===== src/hw/rtl/utca_pkg.sv =====
package utca_pkg;

  typedef struct packed {
    logic [6:0] year_in;
    logic [3:0] month_in;
    logic [4:0] day_in;
    logic [4:0] hour_in;
    logic [5:0] minute_in;
  } utc_stamp_t;

  typedef struct packed {
    logic [6:0] year_out;
    logic [3:0] month_out;
    logic [4:0] day_out;
    logic [4:0] hour_out;
    logic [5:0] minute_out;
  } adj_stamp_t;

  typedef struct packed {
    logic [6:0] year;
    logic [3:0] month;
    logic [4:0] day;
  } date_t;

  localparam logic [6:0] YEAR_MAX  = 7'd99;
  localparam logic [3:0] MONTH_JAN = 4'd1;
  localparam logic [3:0] MONTH_FEB = 4'd2;
  localparam logic [3:0] MONTH_APR = 4'd4;
  localparam logic [3:0] MONTH_JUN = 4'd6;
  localparam logic [3:0] MONTH_SEP = 4'd9;
  localparam logic [3:0] MONTH_NOV = 4'd11;
  localparam logic [3:0] MONTH_DEC = 4'd12;
  localparam logic [4:0] DAY_LAST  = 5'd31;

  function automatic logic month_ok(input logic [3:0] m);
    return (m >= MONTH_JAN) && (m <= MONTH_DEC);
  endfunction

  // fixed lengths, no leap years
  function automatic logic [4:0] month_len(input logic [3:0] m);
    logic [4:0] len;
    unique case (m)
      MONTH_FEB: len = 5'd28;
      MONTH_APR, MONTH_JUN, MONTH_SEP, MONTH_NOV: len = 5'd30;
      default: len = 5'd31;
    endcase
    return len;
  endfunction

  function automatic date_t day_up(input date_t d);
    date_t r;
    logic [5:0] nd;
    r = d;
    nd = {1'b0, d.day} + 6'd1;
    if (month_ok(d.month) && (nd == ({1'b0, month_len(d.month)} + 6'd1))) begin
      r.day = 5'd1;
      if (d.month == MONTH_DEC) begin
        r.month = MONTH_JAN;
        r.year = (d.year >= YEAR_MAX) ? 7'd0 : d.year + 7'd1;
      end else begin
        r.month = d.month + 4'd1;
      end
    end else begin
      r.day = nd[4:0];
    end
    return r;
  endfunction

  function automatic date_t day_down(input date_t d);
    date_t r;
    r = d;
    if (d.day == 5'd0) begin
      r.day = DAY_LAST;
    end else if (d.day == 5'd1 && month_ok(d.month)) begin
      if (d.month == MONTH_JAN) begin
        r.month = MONTH_DEC;
        r.day = DAY_LAST;
        r.year = (d.year == 7'd0 || d.year > YEAR_MAX) ? YEAR_MAX : d.year - 7'd1;
      end else begin
        r.month = d.month - 4'd1;
        r.day = month_len(d.month - 4'd1);
      end
    end else begin
      r.day = d.day - 5'd1;
    end
    return r;
  endfunction

endpackage


===== src/hw/rtl/utc_offset_calendar_adjust_unit.sv =====
// Channel  Ports                          Handshake
// input    start, busy, utc               item taken when start & !busy
// result   done, adj                      one-cycle strobe, no backpressure
// config   cfg_valid, cfg_ready, cfg_data write when cfg_valid & cfg_ready
//
// Four register stages: half hour, whole hours, first day step, second day step.
// One item per cycle outside reset; an item's valid bit passes v1, v2, v3, then done.
// Sync reset clears valid bits and the offset (zero offset, pass-through).
// busy is high and cfg_ready low only during reset; the receiver cannot stall.
module utc_offset_calendar_adjust_unit (
  input  logic                clk,
  input  logic                rst,
  input  logic                start,
  output logic                busy,
  input  utca_pkg::utc_stamp_t utc,
  output logic                done,
  output utca_pkg::adj_stamp_t adj,
  input  logic                cfg_valid,
  output logic                cfg_ready,
  input  logic [7:0]          cfg_data
);

  // decoded offset
  logic       fwd;
  logic       bwd;
  logic       half;
  logic [3:0] whole;

  logic [7:0]  cfg_mag;
  logic [15:0] cfg_prod;
  logic [3:0]  cfg_whole;
  logic        cfg_half;

  assign busy      = rst;
  assign cfg_ready = ~rst;

  always_comb begin
    cfg_mag   = cfg_data[7] ? (~cfg_data + 8'd1) : cfg_data;
    cfg_prod  = {8'd0, cfg_mag} * 16'd205;   // /10 by reciprocal, exact below 1029
    cfg_whole = cfg_prod[14:11];
    cfg_half  = (cfg_mag != ({4'd0, cfg_whole} * 8'd10));
  end

  always_ff @(posedge clk) begin
    if (rst) begin
      fwd   <= 1'b0;
      bwd   <= 1'b0;
      half  <= 1'b0;
      whole <= 4'd0;
    end else if (cfg_valid && cfg_ready) begin
      fwd   <= ~cfg_data[7] && (cfg_data != 8'd0);
      bwd   <= cfg_data[7];
      half  <= cfg_half;
      whole <= cfg_whole;
    end
  end

  // stage 1: half hour
  logic             v1, v1_next;
  utca_pkg::date_t  date1, date1_next;
  logic [5:0]       hour1, hour1_next;
  logic [5:0]       minute1, minute1_next;
  logic             step_a, step_a_next;

  logic [6:0] msum;
  logic [5:0] hinc;

  always_comb begin
    v1_next      = start && !busy;
    date1_next   = '{year: utc.year_in, month: utc.month_in, day: utc.day_in};
    hour1_next   = {1'b0, utc.hour_in};
    minute1_next = utc.minute_in;
    step_a_next  = 1'b0;
    msum         = {1'b0, utc.minute_in} + 7'd30;
    hinc         = {1'b0, utc.hour_in} + 6'd1;
    if (fwd && half) begin
      if (msum > 7'd59) begin
        minute1_next = 6'(msum - 7'd60);
        if (hinc == 6'd24) begin
          hour1_next  = 6'd0;
          step_a_next = 1'b1;
        end else begin
          hour1_next = hinc;
        end
      end else begin
        minute1_next = msum[5:0];
      end
    end else if (bwd && half) begin
      if (utc.minute_in < 6'd30) begin
        minute1_next = utc.minute_in + 6'd30;
        if (utc.hour_in == 5'd0) begin
          hour1_next  = 6'd23;
          step_a_next = 1'b1;
        end else begin
          hour1_next = {1'b0, utc.hour_in - 5'd1};
        end
      end else begin
        minute1_next = utc.minute_in - 6'd30;
      end
    end
  end

  // stage 2: whole hours
  logic             v2;
  utca_pkg::date_t  date2;
  logic [4:0]       hour2, hour2_next;
  logic [5:0]       minute2;
  logic             step_a2;
  logic             step_b, step_b_next;

  logic [5:0] hsum;

  always_comb begin
    hsum        = hour1 + {2'd0, whole};
    hour2_next  = hour1[4:0];
    step_b_next = 1'b0;
    if (fwd) begin
      if (hsum > 6'd23) begin
        hour2_next  = 5'(hsum - 6'd24);
        step_b_next = 1'b1;
      end else begin
        hour2_next = hsum[4:0];
      end
    end else if (bwd) begin
      if (hour1[4:0] < {1'b0, whole}) begin
        hour2_next  = hour1[4:0] + 5'd24 - {1'b0, whole};
        step_b_next = 1'b1;
      end else begin
        hour2_next = hour1[4:0] - {1'b0, whole};
      end
    end
  end

  // stages 3 and 4: day steps, same direction
  logic             v3;
  utca_pkg::date_t  date3, date3_next;
  logic [4:0]       hour3;
  logic [5:0]       minute3;
  logic             step_b3;
  utca_pkg::date_t  date4_next;

  always_comb begin
    date3_next = date2;
    if (step_a2 || step_b) begin
      date3_next = fwd ? utca_pkg::day_up(date2) : utca_pkg::day_down(date2);
    end
    date4_next = date3;
    if (step_b3) begin
      date4_next = fwd ? utca_pkg::day_up(date3) : utca_pkg::day_down(date3);
    end
  end

  always_ff @(posedge clk) begin
    if (rst) begin
      v1   <= 1'b0;
      v2   <= 1'b0;
      v3   <= 1'b0;
      done <= 1'b0;
    end else begin
      v1   <= v1_next;
      v2   <= v1;
      v3   <= v2;
      done <= v3;
    end
  end

  always_ff @(posedge clk) begin
    date1   <= date1_next;
    hour1   <= hour1_next;
    minute1 <= minute1_next;
    step_a  <= step_a_next;

    date2   <= date1;
    hour2   <= hour2_next;
    minute2 <= minute1;
    step_a2 <= step_a;
    step_b  <= step_b_next;

    date3   <= date3_next;
    hour3   <= hour2;
    minute3 <= minute2;
    step_b3 <= step_a2 && step_b;

    adj.year_out   <= date4_next.year;
    adj.month_out  <= date4_next.month;
    adj.day_out    <= date4_next.day;
    adj.hour_out   <= hour3;
    adj.minute_out <= minute3;
  end

endmodule


===== config.mk =====
export PLATFORM = sky130hd
export DESIGN_NAME = utc_offset_calendar_adjust_unit
export DESIGN_NICKNAME = d
export VERILOG_FILES = /design/src/hw/rtl/utca_pkg.sv /design/src/hw/rtl/utc_offset_calendar_adjust_unit.sv
export SDC_FILE = /design/constraint.sdc
export NUM_CORES = 1
export LEC_CHECK = 0
export BUFFER_PORTS_ARGS = -buffer_cell sky130_fd_sc_hd__buf_2
export CAP_MARGIN = 20
export CORE_ASPECT_RATIO = 1.25
export CORE_MARGIN = 2
export CORE_UTILIZATION = 30
export DETAILED_ROUTE_END_ITERATION = 8
export PLACE_DENSITY = 0.56
export SLEW_MARGIN = 20
export SYNTH_ARGS = -nofsm -noshare
export SYNTH_HDL_FRONTEND = slang
export SYNTH_SLANG_ARGS = --single-unit

===== constraint.sdc =====
create_clock -name clk -period 14.8 [get_ports clk]
set_clock_uncertainty 0.2 [all_clocks]
set_input_delay 0 -clock clk [delete_from_list [all_inputs] [get_ports clk]]
set_output_delay 0 -clock clk [all_outputs]
set_load 0.01 [all_outputs]

Word level (Yosys, flattened, before mapping):

Cells that the tools add are included.

* bits in registers: 124
* output and inout port bits: 30
* bits of input ports: 39
* logic and storage cells: 190

* multiply operators: 2
* add/sub/neg operators: 26
* muxes and demuxes: 59
* reductions and logical operators: 26
* bitwise operators: 3
* magnitude comparators: 12
* equal/unequal tests: 30

Operator list (count)
* two-way mux 5 bit: 15
* two-way mux 11 bit: 6
* two-way mux 16 bit: 4
* two-way mux 7 bit: 8
* two-way mux 6 bit: 7
* equality test 4 bit, second input constant: 10
* equality test 4 x 3 -> 1 bit, second input constant: 8
* adder 5 x 1 -> 6 bit, second input constant: 5
* two-way mux 9 bit: 2
* equality test 4 x 2 -> 1 bit, second input constant: 4
* case mux 2 bit (2 select lines): 4
* OR reduction 4 bit: 4
* logical NOT 5 bit: 3
* multiplier 8 x 8 -> 15 bit, second input constant: 1
* subtractor 5 x 1 -> 5 bit, second input constant: 3
* adder 7 x 1 -> 7 bit, second input constant: 2
* greater-or-equal comparator 7 bit, second input constant: 2
* greater-than comparator 7 bit, second input constant: 2
* logical NOT 7 bit: 2
* subtractor 7 x 1 -> 7 bit, second input constant: 2
* equality test 6 bit: 2
* logical AND 1 bit: 12
* equality test 5 x 1 -> 1 bit, second input constant: 2
* two-way mux 1 bit: 10
* other kinds (28): 38

Logic depth before layout (Yosys ltp):

Gate-level depths: netlist (run 1).

* depth after elaboration: 10
* gate-level depth with buffers: 28
* depth with buffers taken out: 28

Worst setup path after synthesis (run 1):

OpenSTA, ideal clock, no wires.

* kind: in2reg
* start: in cfg_data[1]
* end: reg half
* data required time: 14467 ps
* path buffers: 0
* slack: 8681 ps
* stages: 28
* data arrival time: 5786 ps
* setup time: 133 ps
* cell sequence: inv_1 -> ha_1 -> or3b_2 -> o21ai_1 -> xor2_2 -> xnor2_1 -> fa_1 -> inv_1 -> fa_1 -> inv_1 -> fa_1 -> inv_1 -> ha_1 -> and3_1 -> a221oi_1 -> nor2b_1 -> o21ai_0 -> a21oi_1 -> xor2_1 -> inv_1 -> ha_1 -> ha_1 -> inv_1 -> fa_1 -> xnor2_1 -> nand3_1 -> a311oi_1 -> a311oi_1

* word-level cells in the longest chain between the ends: 6

RTL lines
* start, declared: line utc_offset_calendar_adjust_unit.sv:20 `input logic [7:0] cfg_data`
* NOT 8 bit: line utc_offset_calendar_adjust_unit.sv:38 `cfg_mag = cfg_data[7] ? (~cfg_data + 8'd1) : cfg_data;`
* adder 8 x 1 -> 8 bit: line utc_offset_calendar_adjust_unit.sv:38
* two-way mux 8 bit (*): line utc_offset_calendar_adjust_unit.sv:38
* multiplier 8 x 8 -> 15 bit (*): line utc_offset_calendar_adjust_unit.sv:39 `cfg_prod = {8'd0, cfg_mag} * 16'd205;`
* via cfg_prod[13]: line utc_offset_calendar_adjust_unit.sv:30 `logic [15:0] cfg_prod;`
* multiplier 4 x 3 -> 7 bit (*): line utc_offset_calendar_adjust_unit.sv:41 `cfg_half = (cfg_mag != ({4'd0, cfg_whole} * 8'd10));`
* inequality test 8 bit (*): line utc_offset_calendar_adjust_unit.sv:41
* end signal, assigned: line utc_offset_calendar_adjust_unit.sv:53 `half <= cfg_half;`
* end, declared: line utc_offset_calendar_adjust_unit.sv:26 `logic half;`

The timed path passes the listed nets; every way through them passes the cells marked *.
A chain may end at the register's enable or synchronous reset.

Worst setup path in the final report (run 1):

* start: in cfg_data[0]
* end: reg half

The elaborated chain is that of the path after synthesis.

==> results of run 1 <==
[where the power goes]
part | internal [uW] | switching [uW]
logic | 238 | 296
registers | 376 | 37.6
clock network | 271 | 168
[logic make-up after synthesis]
group	after synthesis	synth area share [%]
AOI/OAI and AO/OA	262	21.09
xor gates and xnor gates	50	5.556
adders and majority gates	98	16.34
buffers and inverters	131	6.251
DFF	124	29.96
muxes	17	2.129
and+or+nand+nor	302	18.68
[routing by layer]
layer | part of all wire [%] | global-route usage [%] | vias up | wire (um)
met1 | 45 | 17.19 | 3439 | 9171
li1 | - | - | 3708 | -
met4 | 1.8 | 5.199 | 0 | 362
met2 | 50 | 24.85 | 145 | 10060
met3 | 2.9 | 2.301 | 26 | 582
met5 | 0 | 0 | - | 0
[worst max-delay path, delay by kind of cell]
family          cells  cell delay (ns)
simple gates        4             0.92
compound gates      6             1.15
xor+xnor            4             1.03
buf+inv             8             1.08
fa+ha+maj           8             2.82
[cell usage in the layout (no fill, tap or decap), types with 30 or more instances in the layout]
master / instances
nor2_1: 70
xnor2_1: 32
nand2_1: 70
inv_1: 77
dfxtp_1: 123
o21ai_0: 50
dlygate4sd3_1: 53
nand3_1: 33
buf_2: 68
a21oi_1: 59
nor3_1: 30
ha_1: 81
[area by class of cell]
type	instances	share of cell area (%)
Inverter	79	2.958
Multi-Input combinational cell	729	52.76
Timing Repair Buffer	124	8.912
Clock inverter	15	1.985
Clock buffer	17	4.244
Sequential cell	124	24.78
Tap cell	350	4.368
[repair_timing]
action,in CTS,in global routing
endpoints found under the hold margin,40,0
setup buffers,0,0
hold buffers,53,0
[registers in the layout, indices dropped and copies added, names as in the netlist]
name     cells
half         1
bwd          1
date2       16
step_a2      1
step_b       1
done         1
v1           1
adj         27
date3       16
minute2      6
hour3        5
minute3      6
hour2        5
minute1      6
whole        4
date1       16
fwd          1
v2           1
v3           1
hour1        6
step_b3      1
step_a       1
[worst paths after layout]
check | from | endpoint | slack, ns | cells past startpoint
max | cfg_data[0] | half | 7.88 | 30
min | utc[16] | date1[5] | 0.02 | 2
max reg2reg | date3[5] | adj[22] | 11.70 | 9
min reg2reg | date1[8] | date2[8] | 0.12 | 0
[stage by stage]
| stage | setup WS, ns | std cells | total power [uW] | instance area, sq um |
|---|---|---|---|---|
| floorplan | 8.681 | 984 | 810.6 | 8287 |
| global placement | 8.196 | 1353 | 927.4 | 8867 |
| detailed placement | 8.051 | 1353 | 939.7 | 8867 |
| CTS | 7.933 | 1438 | 1402 | 10020 |
| global route | 7.520 | 1438 | 1494 | 10020 |
| finish | 7.876 | 1438 | 1386 | 10020 |
==> summary.md, run 1 <==
| Metric | Value |
|---|---|
| I/O Buffers | `just under 70` |
| Slew of the pin with the lowest slew margin | `0.6868 ns` |
| Initial antenna violation count | `0` |
| Crit path time final | `between 6 and 7 ns` |
| Die area | `~29,000 sq um` |
| Post-Syn Area per Cell | `approximately 8.4 sq um` |
| DRT Wirelength | `20.18 mm` |
| Synth top area share | `approximately 30%` |
| Top FF cell, synth | `dfxtp_1` |
| Async set-reset flop share out of synthesis | `0%` |
| Vias in the first global route | `~7.0k` |
| Netlist cell types | `88` |
| Final period util | `a little under half` |
| Cts bufs inserted | `17` |
| Area grow syn2layout | `20.97%` |
| RSZ-0062 raised after global routing | `no` |
| H-tree lvl count | `4` |
| TritonCTS clock tree | `built` |
| Critical path fanouts, max | `7` |
| Clock-pin slew of the registers on the worst-case setup and hold paths | `0.06 ns` |
| Largest net degree at the start of global routing | `59` |
| GRT overflow | `0` |
| CP Launch Type | `primary input` |
| Worst setup EP type | `flop` |
| Post-synth top cells | `dfxtp_1 (124), ha_1 (81), inv_1 (77)` |
| Seq/Total Area, Yosys | `between 20% and 30%` |
| DRC errors left | `0` |
| Min-delay worst type | `in -> reg` |
| Starting Density | `between 30% and 40%` |
| Slowest stage delay, CP | `about 0.55 ns` |
| Clock Sinks | `between 100 and 150` |
| Worst hold margin | `0.02195 ns` |
| Initial drt markers | `about 440` |
| Fill cells | `2,812` |
| Root buf cell | `clkbuf_16` |
| Slew HR | `54.16%` |
| Post-synth EDFFs | `0` |
| Mapped cell area | `just over 8000 sq um` |
| Detail Route Antenna Nets | `0` |
| Pwr Density | `138.2 nW/um^2` |
| Final Setup Violations | `0` |
| Io pins | `69` |
| Maximum vdd drop | `0.07881 mV` |
| Max Buffers Root-to-Sink | `2` |
| Crit-path most repeated cell | `inv_1` |
| Drt first pass iters | `5` |
| Status | `finished, final reports clean` |
| Nets | `about 1.2k` |
| Post-Syn Nets | `roughly 1.1k` |
| Synth area leaders | `dfxtp_1 (30%), ha_1 (12%), fa_1 (4.1%), a21oi_1 (3.6%), inv_1 (3.5%)` |
| Worst EP arrival | `7.03 ns` |
| Post-Route Setup TNS | `0 ns` |
| Core area | `~27,000 sq um` |
| CP max-delay cell | `fa_1` |
| Slew Viols, Final | `0` |
| FF+latch count, synth | `between 100 and 150` |
| Leak | `0.004238 uW` |
| Share of post-route cells with drive strength above 1 | `12.22%` |
| First-pass GRT wire length | `~34 mm` |
| Site row count | `68` |
| Antenna Cells | `0` |
| Final HPWL DP | `around 15 mm` |
| Top-count cell post-synth | `dfxtp_1` |
| Syn Inst Count | `a little under 1k` |
| Total number of vias | `7,318` |
| Wire per inst | `roughly 14 um` |
| Final Hold Fails | `0` |
| Final Util | `between 30% and 40%` |
| Worst-skew pair later-pin latency | `~0.42 ns` |
| WS Path Type | `in -> reg` |
| Post_cts resized | `0` |
| Max-Cap Viols | `0` |
| Yosys warns | `0` |
| Fmax | `approximately 140 MHz` |
| Routed vias/inst | `about 5.1` |
| Register area | `between 2000 and 2500 sq um` |
| Multi-input logic area | `approximately 5300 sq um` |
| Cell taking the most area after synthesis | `dfxtp_1` |
| Die width | `~150 um` |
| GRT Total Usage | `between 10% and 20%` |
| Die Y | `roughly 190 um` |
| Global placement routability congestion | `~0.83` |
| Worst EP required | `around 15 ns` |
Power figures use the tool's default switching activity.
==> inputs of run 2 (changes only) <==
PLACE_DENSITY = 0.57   (was 0.56)
clock period = 5.64 ns   (was 14.8 ns; I/O delays follow)
==> summary.md, run 2 (same netlist as run 1, synthesis figures left out) <==
| Metric | Value |
|---|---|
| Antenna Cells | `0 (unchanged)` |
| Clock Sinks | `124 (unchanged)` |
| Drt first pass iters | `5 (unchanged)` |
| Root buf cell | `clkbuf_16` |
| Leak | `0.004385 uW (+3.5%)` |
| Max-Cap Viols | `0 (unchanged)` |
| Slew Viols, Final | `0 (unchanged)` |
| Layout Cells excl Fill | `1,467 (+2.0%)` |
| Clock-pin slew of the registers on the worst-case setup and hold paths | `0.06 ns (about the same)` |
| DRC errors left | `0 (unchanged)` |
| Initial antenna violation count | `0 (unchanged)` |
| Worst hold start | `utc[12]` |
| Die Y | `189.8 um (unchanged)` |
| Clk pwr share | `27.9% (-3.7 points)` |
| I/O Buffers | `68 (unchanged)` |
| Core area | `27,400 sq um (unchanged)` |
| Worst EP required | `5.73 ns (-9.17 ns)` |
| RSZ-0062 raised after global routing | `yes` |
| Maximum vdd drop | `0.2027 mV (+160%)` |
| Area grow syn2layout | `24.99%` |
| Logic gate share of total power | `44.0% (+5.5 points)` |
| Critical path fanouts, max | `3 (-4)` |
| Initial drt markers | `474 (+8.0%)` |
| Die width | `152.7 um (unchanged)` |
| Global placement routability congestion | `0.8511 (+2.2%)` |
| Io pins | `69 (unchanged)` |
| Final period util | `98.02%` |
| Die area | `28,980 sq um (unchanged)` |
| Largest register by flop count | `adj` |
| Worst setup EP type | `flop` |
| Nets | `1,241 (+2.4%)` |
| Worst-skew pair later-pin latency | `0.42 ns (about the same)` |
| GRT Total Usage | `13.85% (-0.21 points)` |
| Net Switching | `1363 uW (+170%)` |
| Final HPWL DP | `15.05 mm (+1.0%)` |
| Share of post-route cells with drive strength above 1 | `17.19% (+5.0 points)` |
| Min-delay worst type | `in -> reg` |
| Worst setup path startpoint | `cfg_data[6]` |
| Finished Cell Area | `10,360 sq um (+3.3%)` |
| Pwr Density | `371.1 nW/um^2 (+170%)` |
| WS Path Type | `in -> reg` |
| Number of cells after detailed placement | `1,388 (+2.6%)` |
| Cts bufs inserted | `17 (unchanged)` |
| GRT overflow | `0 (unchanged)` |
| Slew HR | `28.90% (-25 points)` |
| Max Buffers Root-to-Sink | `2 (unchanged)` |
| Fmax | `about 180 MHz` |
| Starting Density | `30.25% (unchanged)` |
| Total number of vias | `7,389 (+0.97%)` |
| Most common cell after layout, fill and taps aside | `dfxtp_1` |
| Max reg flops | `27 (unchanged)` |
| Wire per inst | `13.73 um (-2.1%)` |
| Final Hold Fails | `0 (unchanged)` |
| Site row count | `68 (unchanged)` |
| R2r startpoint | `date2[5]` |
| Crit path time final | `5.528 ns` |
| Final Setup Violations | `0 (unchanged)` |
| Status | `finished, final reports clean` |
| First-pass GRT wire length | `33.49 mm (-1.5%)` |
| Sw frac | `35.47% (-0.69 points)` |
| Register share of total power | `28.1% (-1.7 points)` |
| Total power draw | `3843 uW (+180%)` |
| Pint | `2480 uW (+180%)` |
| TritonCTS clock tree | `built` |
| Largest net degree at the start of global routing | `60 (+1.7%)` |
| Leading cell types in the layout, fill and taps excluded | `dfxtp_1 (123), ha_1 (75), inv_1 (72)` |
| CP Launch Type | `primary input` |
| Detail Route Antenna Nets | `0 (unchanged)` |
| Slew of the pin with the lowest slew margin | `1.063 ns (+0.3758 ns)` |
| Final Util | `37.81% (+1.2 points)` |
| Routed vias/inst | `5.037 (-1.0%)` |
| H-tree lvl count | `4 (unchanged)` |
| Worst EP arrival | `5.62 ns (-1.41 ns)` |
| Placed inst area | `9225 sq um (+4.0%)` |
| Worst hold margin | `0.02123 ns (-0.0007285 ns)` |
| Vias in the first global route | `7,038 (-0.099%)` |
| DRT Wirelength | `20.14 mm (-0.17%)` |
==> run 2: cell types whose count changed in the layout (fill, tap and decap cells not counted), moves of 3 or more <==
cell,change
inv_6,-4
clkinv_2,+3
ha_1,-6
ha_4,+5
inv_1,-5
dlygate4sd3_1,-9
buf_4,+37
==> run 2: final timing paths <==
check / cells after the start / to / slack (ns)
min: 2 / date1[1] / 0.02
max reg2reg: 9 / date3[12] / 2.50
max: 25 / half / 0.11
min reg2reg: 0 / adj[7] / 0.12
==> run 2: power groups by stage <==
stage / Combinational [uW] / Sequential (uW) / Clock (uW)
after detailed placement: 1590 / 1100 / 0
after CTS: 1630 / 1080 / 1110
after global placement: 1560 / 1100 / 0
final: 1690 / 1080 / 1070
after global routing: 1900 / 1100 / 1140
after floorplan: 1130 / 1070 / 0
==> run 2: final cells by class <==
class	instances	area, sq um
Sequential cell	124	2484
Multi-Input combinational cell	729	5434
Tap cell	350	437.9
Fill cell	2837	17040
Clock buffer	19	442.9
Inverter	79	309.0
Clock inverter	13	141.4
Timing Repair Buffer	153	1109
==> run 2: routing by layer <==
| layer | vias to the layer above | global-route usage [%] | wire [um] |
|---|---|---|---|
| li1 | 3749 | - | - |
| met1 | 3423 | 16.88 | 8860 |
| met2 | 185 | 24.32 | 10080 |
| met3 | 32 | 2.323 | 835 |
| met4 | 0 | 5.520 | 373 |
| met5 | - | 0 | 0 |
==> run 2: through the flow <==
| stage | setup slack (ns) | TNS [ns] |
|---|---|---|
| 6_report | 0.1118 | 0 |
| 5_1_grt | -0.1472 | -0.1472 |
| 4_1_cts | 0.02544 | 0 |
| 3_5_place_dp | -0.3995 | -0.3995 |
| 3_3_place_gp | -0.3178 | -0.3178 |
| 2_1_floorplan | -0.1131 | -0.1131 |
==> run 2: repair_timing <==
action                                  4_1_cts  5_1_grt
buffers inserted                              0        3
endpoints found under the hold margin        40        0
hold buffers                                 44        0
resized for setup                             0       14
endpoints found under the setup margin        0        1
==> run 2: critical path, stage by stage <==
cell           delay (ns)
dlygate4sd3_1        0.53
buf_2                0.15
or4b_4               0.53
inv_4                0.07
ha_1                 0.23
inv_2                0.07
fa_1                 0.42
fa_1                 0.49
ha_4                 0.30
ha_4                 0.19
a21o_1               0.21
a221oi_4             0.30
nor2b_1              0.17
o21ai_1              0.09
a21oi_1              0.16
xor2_1               0.19
inv_1                0.10
ha_2                 0.21
ha_4                 0.16
inv_2                0.04
fa_1                 0.42
xnor2_1              0.17
nand3_1              0.11
a311oi_2             0.20
a311oi_1             0.12
==> inputs of run 3 (changes only) <==
CORE_MARGIN = 4   (was 2)
PLACE_DENSITY = 0.46   (was 0.57)
==> summary.md, run 3 (same netlist as run 1, synthesis figures left out) <==
| Metric | Value |
|---|---|
| Status | `finished, final reports clean` |
| Worst EP arrival | `5.66 ns (+0.04 ns)` |
| Initial antenna violation count | `0 (unchanged)` |
| Multi-input logic area | `5416 sq um (-0.32%)` |
| Clock Sinks | `124 (unchanged)` |
| Initial drt markers | `345 (-27%)` |
| Global placement routability congestion | `0.8367 (-1.7%)` |
| DRT Wirelength | `21.66 mm (+7.5%)` |
| Detail Route Antenna Nets | `0 (unchanged)` |
| Nets | `1,248 (+0.56%)` |
| R2r startpoint | `date2[5]` |
| Critical path fanouts, max | `2 (-1)` |
| Maximum vdd drop | `0.3326 mV (+64%)` |
| Max Buffers Root-to-Sink | `2 (unchanged)` |
| Setup slack after layout | `0.08854 ns (-0.02324 ns)` |
| Fill cells | `2,769 (-2.4%)` |
| Pre-CTS WS | `-0.5136 ns (-0.1142 ns)` |
| Share of post-route cells with drive strength above 1 | `17.26% (+0.071 points)` |
| Slew HR | `28.80% (-0.093 points)` |
| RR Endpoint | `date3[13]` |
| Largest register by flop count | `adj` |
| RSZ-0062 raised after global routing | `yes` |
| Worst hold start | `utc[22]` |
| Antenna Cells | `0 (unchanged)` |
| CP Launch Type | `primary input` |
| Placed inst area | `9264 sq um (+0.42%)` |
| Vias in the first global route | `7,303 (+3.8%)` |
| Min-delay worst type | `in -> reg` |
| Die area | `30,360 sq um (+4.8%)` |
| Worst setup EP type | `flop` |
| Largest net degree at the start of global routing | `59 (-1.7%)` |
| Starting Density | `30.70% (+0.45 points)` |
| GRT Total Usage | `14.39% (+0.54 points)` |
| Drt first pass iters | `5 (unchanged)` |
| Core area | `26,990 sq um (-1.5%)` |
| Site row count | `67 (-1.5%)` |
| DRC errors left | `0 (unchanged)` |
| TritonCTS clock tree | `built` |
| Clock-pin slew of the registers on the worst-case setup and hold paths | `0.07 ns (about the same)` |
| Worst EP required | `5.75 ns (+0.02 ns)` |
| Wire per inst | `14.75 um (+7.4%)` |
| Total number of vias | `7,503 (+1.5%)` |
| Setup Buffers After CTS | `0 (unchanged)` |
| Routed vias/inst | `5.108 (+1.4%)` |
| First-pass GRT wire length | `36.18 mm (+8.0%)` |
| Slew Viols, Final | `0 (unchanged)` |
| Die Y | `193.8 um (+2.1%)` |
| Leak | `0.004444 uW (+1.3%)` |
| WS Path Type | `in -> reg` |
| Finished Cell Area | `10,430 sq um (+0.68%)` |
| Final Hold Fails | `0 (unchanged)` |
| Final period util | `98.43% (+0.41 points)` |
| Die width | `156.7 um (+2.6%)` |
| Worst Hold Depth | `2 (unchanged)` |
| Final HPWL DP | `16.37 mm (+8.8%)` |
| Cts bufs inserted | `17 (unchanged)` |
| Worst-skew pair later-pin latency | `0.43 ns (about the same)` |
| Reg2Reg Setup Slack | `2.57 ns (+0.07 ns)` |
| Pwr Density | `369.5 nW/um^2 (-0.41%)` |
| Root buf cell | `clkbuf_16` |
| Worst r2r path cells | `9 (unchanged)` |
| Final Setup Violations | `0 (unchanged)` |
| Max-Cap Viols | `0 (unchanged)` |
| Io pins | `69 (unchanged)` |
| Slew of the pin with the lowest slew margin | `1.064 ns (+0.001389 ns)` |
| I/O Buffers | `68 (unchanged)` |
| Worst hold margin | `0.02635 ns (+0.005126 ns)` |
| Fmax | `180.1 MHz (-0.42%)` |
| Worst setup path startpoint | `cfg_data[3]` |
| Crit path time final | `5.551 ns (+0.02324 ns)` |
| Register area | `2484 sq um (unchanged)` |
| Area grow syn2layout | `25.83%` |
| Leading cell types in the layout, fill and taps excluded | `dfxtp_1 (123), ha_1 (77), inv_1 (72)` |
| GRT overflow | `0 (unchanged)` |
| Max reg flops | `27 (unchanged)` |
| Hold endpoint | `date1[11]` |
| Most common cell after layout, fill and taps aside | `dfxtp_1` |
| H-tree lvl count | `4 (unchanged)` |
run 3: cell types whose count changed in the layout (fill, tap and decap cells not counted), sizes merged:
cell	change
buf	+2
clkinvlp	-3
clkbuf	-2
dlygate4sd3	+4
inv	+6
clkinv	-1
dlymetal6s4s	+1
run 3: cell type report:
cell class | instances | area share (%)
Clock inverter | 15 | 1.704
Tap cell | 345 | 4.140
Multi-Input combinational cell | 729 | 51.94
Sequential cell | 124 | 23.82
Inverter | 79 | 3.012
Timing Repair Buffer | 160 | 11.30
Clock buffer | 17 | 4.080
run 3: where the power goes:
part | internal (uW) | total (uW) | switching (uW)
sequential | 985 | 1080 | 97.6
clock | 668 | 1120 | 453
combinational | 807 | 1650 | 842
total | 2460 | 3850 | 1390
run 3: routing by layer:
| metal | vias up | global-route usage, % | part of all wire [%] |
|---|---|---|---|
| met5 | - | 0 | 0 |
| met4 | 0 | 5.434 | 2.1 |
| met3 | 32 | 2.233 | 3.7 |
| met2 | 169 | 25.57 | 51 |
| met1 | 3529 | 17.26 | 43 |
| li1 | 3773 | - | - |
run 3: stage by stage:
| stage | TNS (ns) | power, uW | utilization (%) | cells |
|---|---|---|---|---|
| CTS | 0 | 3883 | 38.43 | 1470 |
| detailed placement | -0.5136 | 2683 | 34.32 | 1389 |
| global route | -0.1547 | 4167 | 38.63 | 1469 |
| finish | 0 | 3853 | 38.63 | 1469 |
| floorplan | -0.1131 | 2197 | - | 984 |
| global placement | -0.4003 | 2678 | 34.32 | 1389 |
run 3: critical path, stage by stage:
cell,delay [ns]
buf_2,0.11
or4_4,0.54
or4b_4,0.52
inv_4,0.07
ha_1,0.23
inv_2,0.07
fa_1,0.42
fa_1,0.44
ha_1,0.34
ha_4,0.22
a21o_1,0.22
a221oi_4,0.32
nor2b_1,0.16
o21ai_1,0.09
a21oi_1,0.16
xor2_1,0.23
inv_1,0.09
ha_2,0.21
ha_4,0.16
inv_2,0.04
fa_1,0.42
xnor2_1,0.17
nand3_1,0.10
a311oi_2,0.22
a311oi_1,0.12
run 3: worst max-delay path by stage:
stage | end | slack (ns)
3_3_place_gp | half | -0.40
3_5_place_dp | half | -0.51
4_1_cts | half | 0.007
5_1_grt | half | -0.15
6_report | half | 0.09
2_1_floorplan | half | -0.11
run 3: repair_timing:
item	4_1_cts	5_1_grt
hold buffers	49	0
pin swaps	1	15
resized for setup	3	12
setup endpoints to repair	1	1
endpoints found under the hold margin	40	0
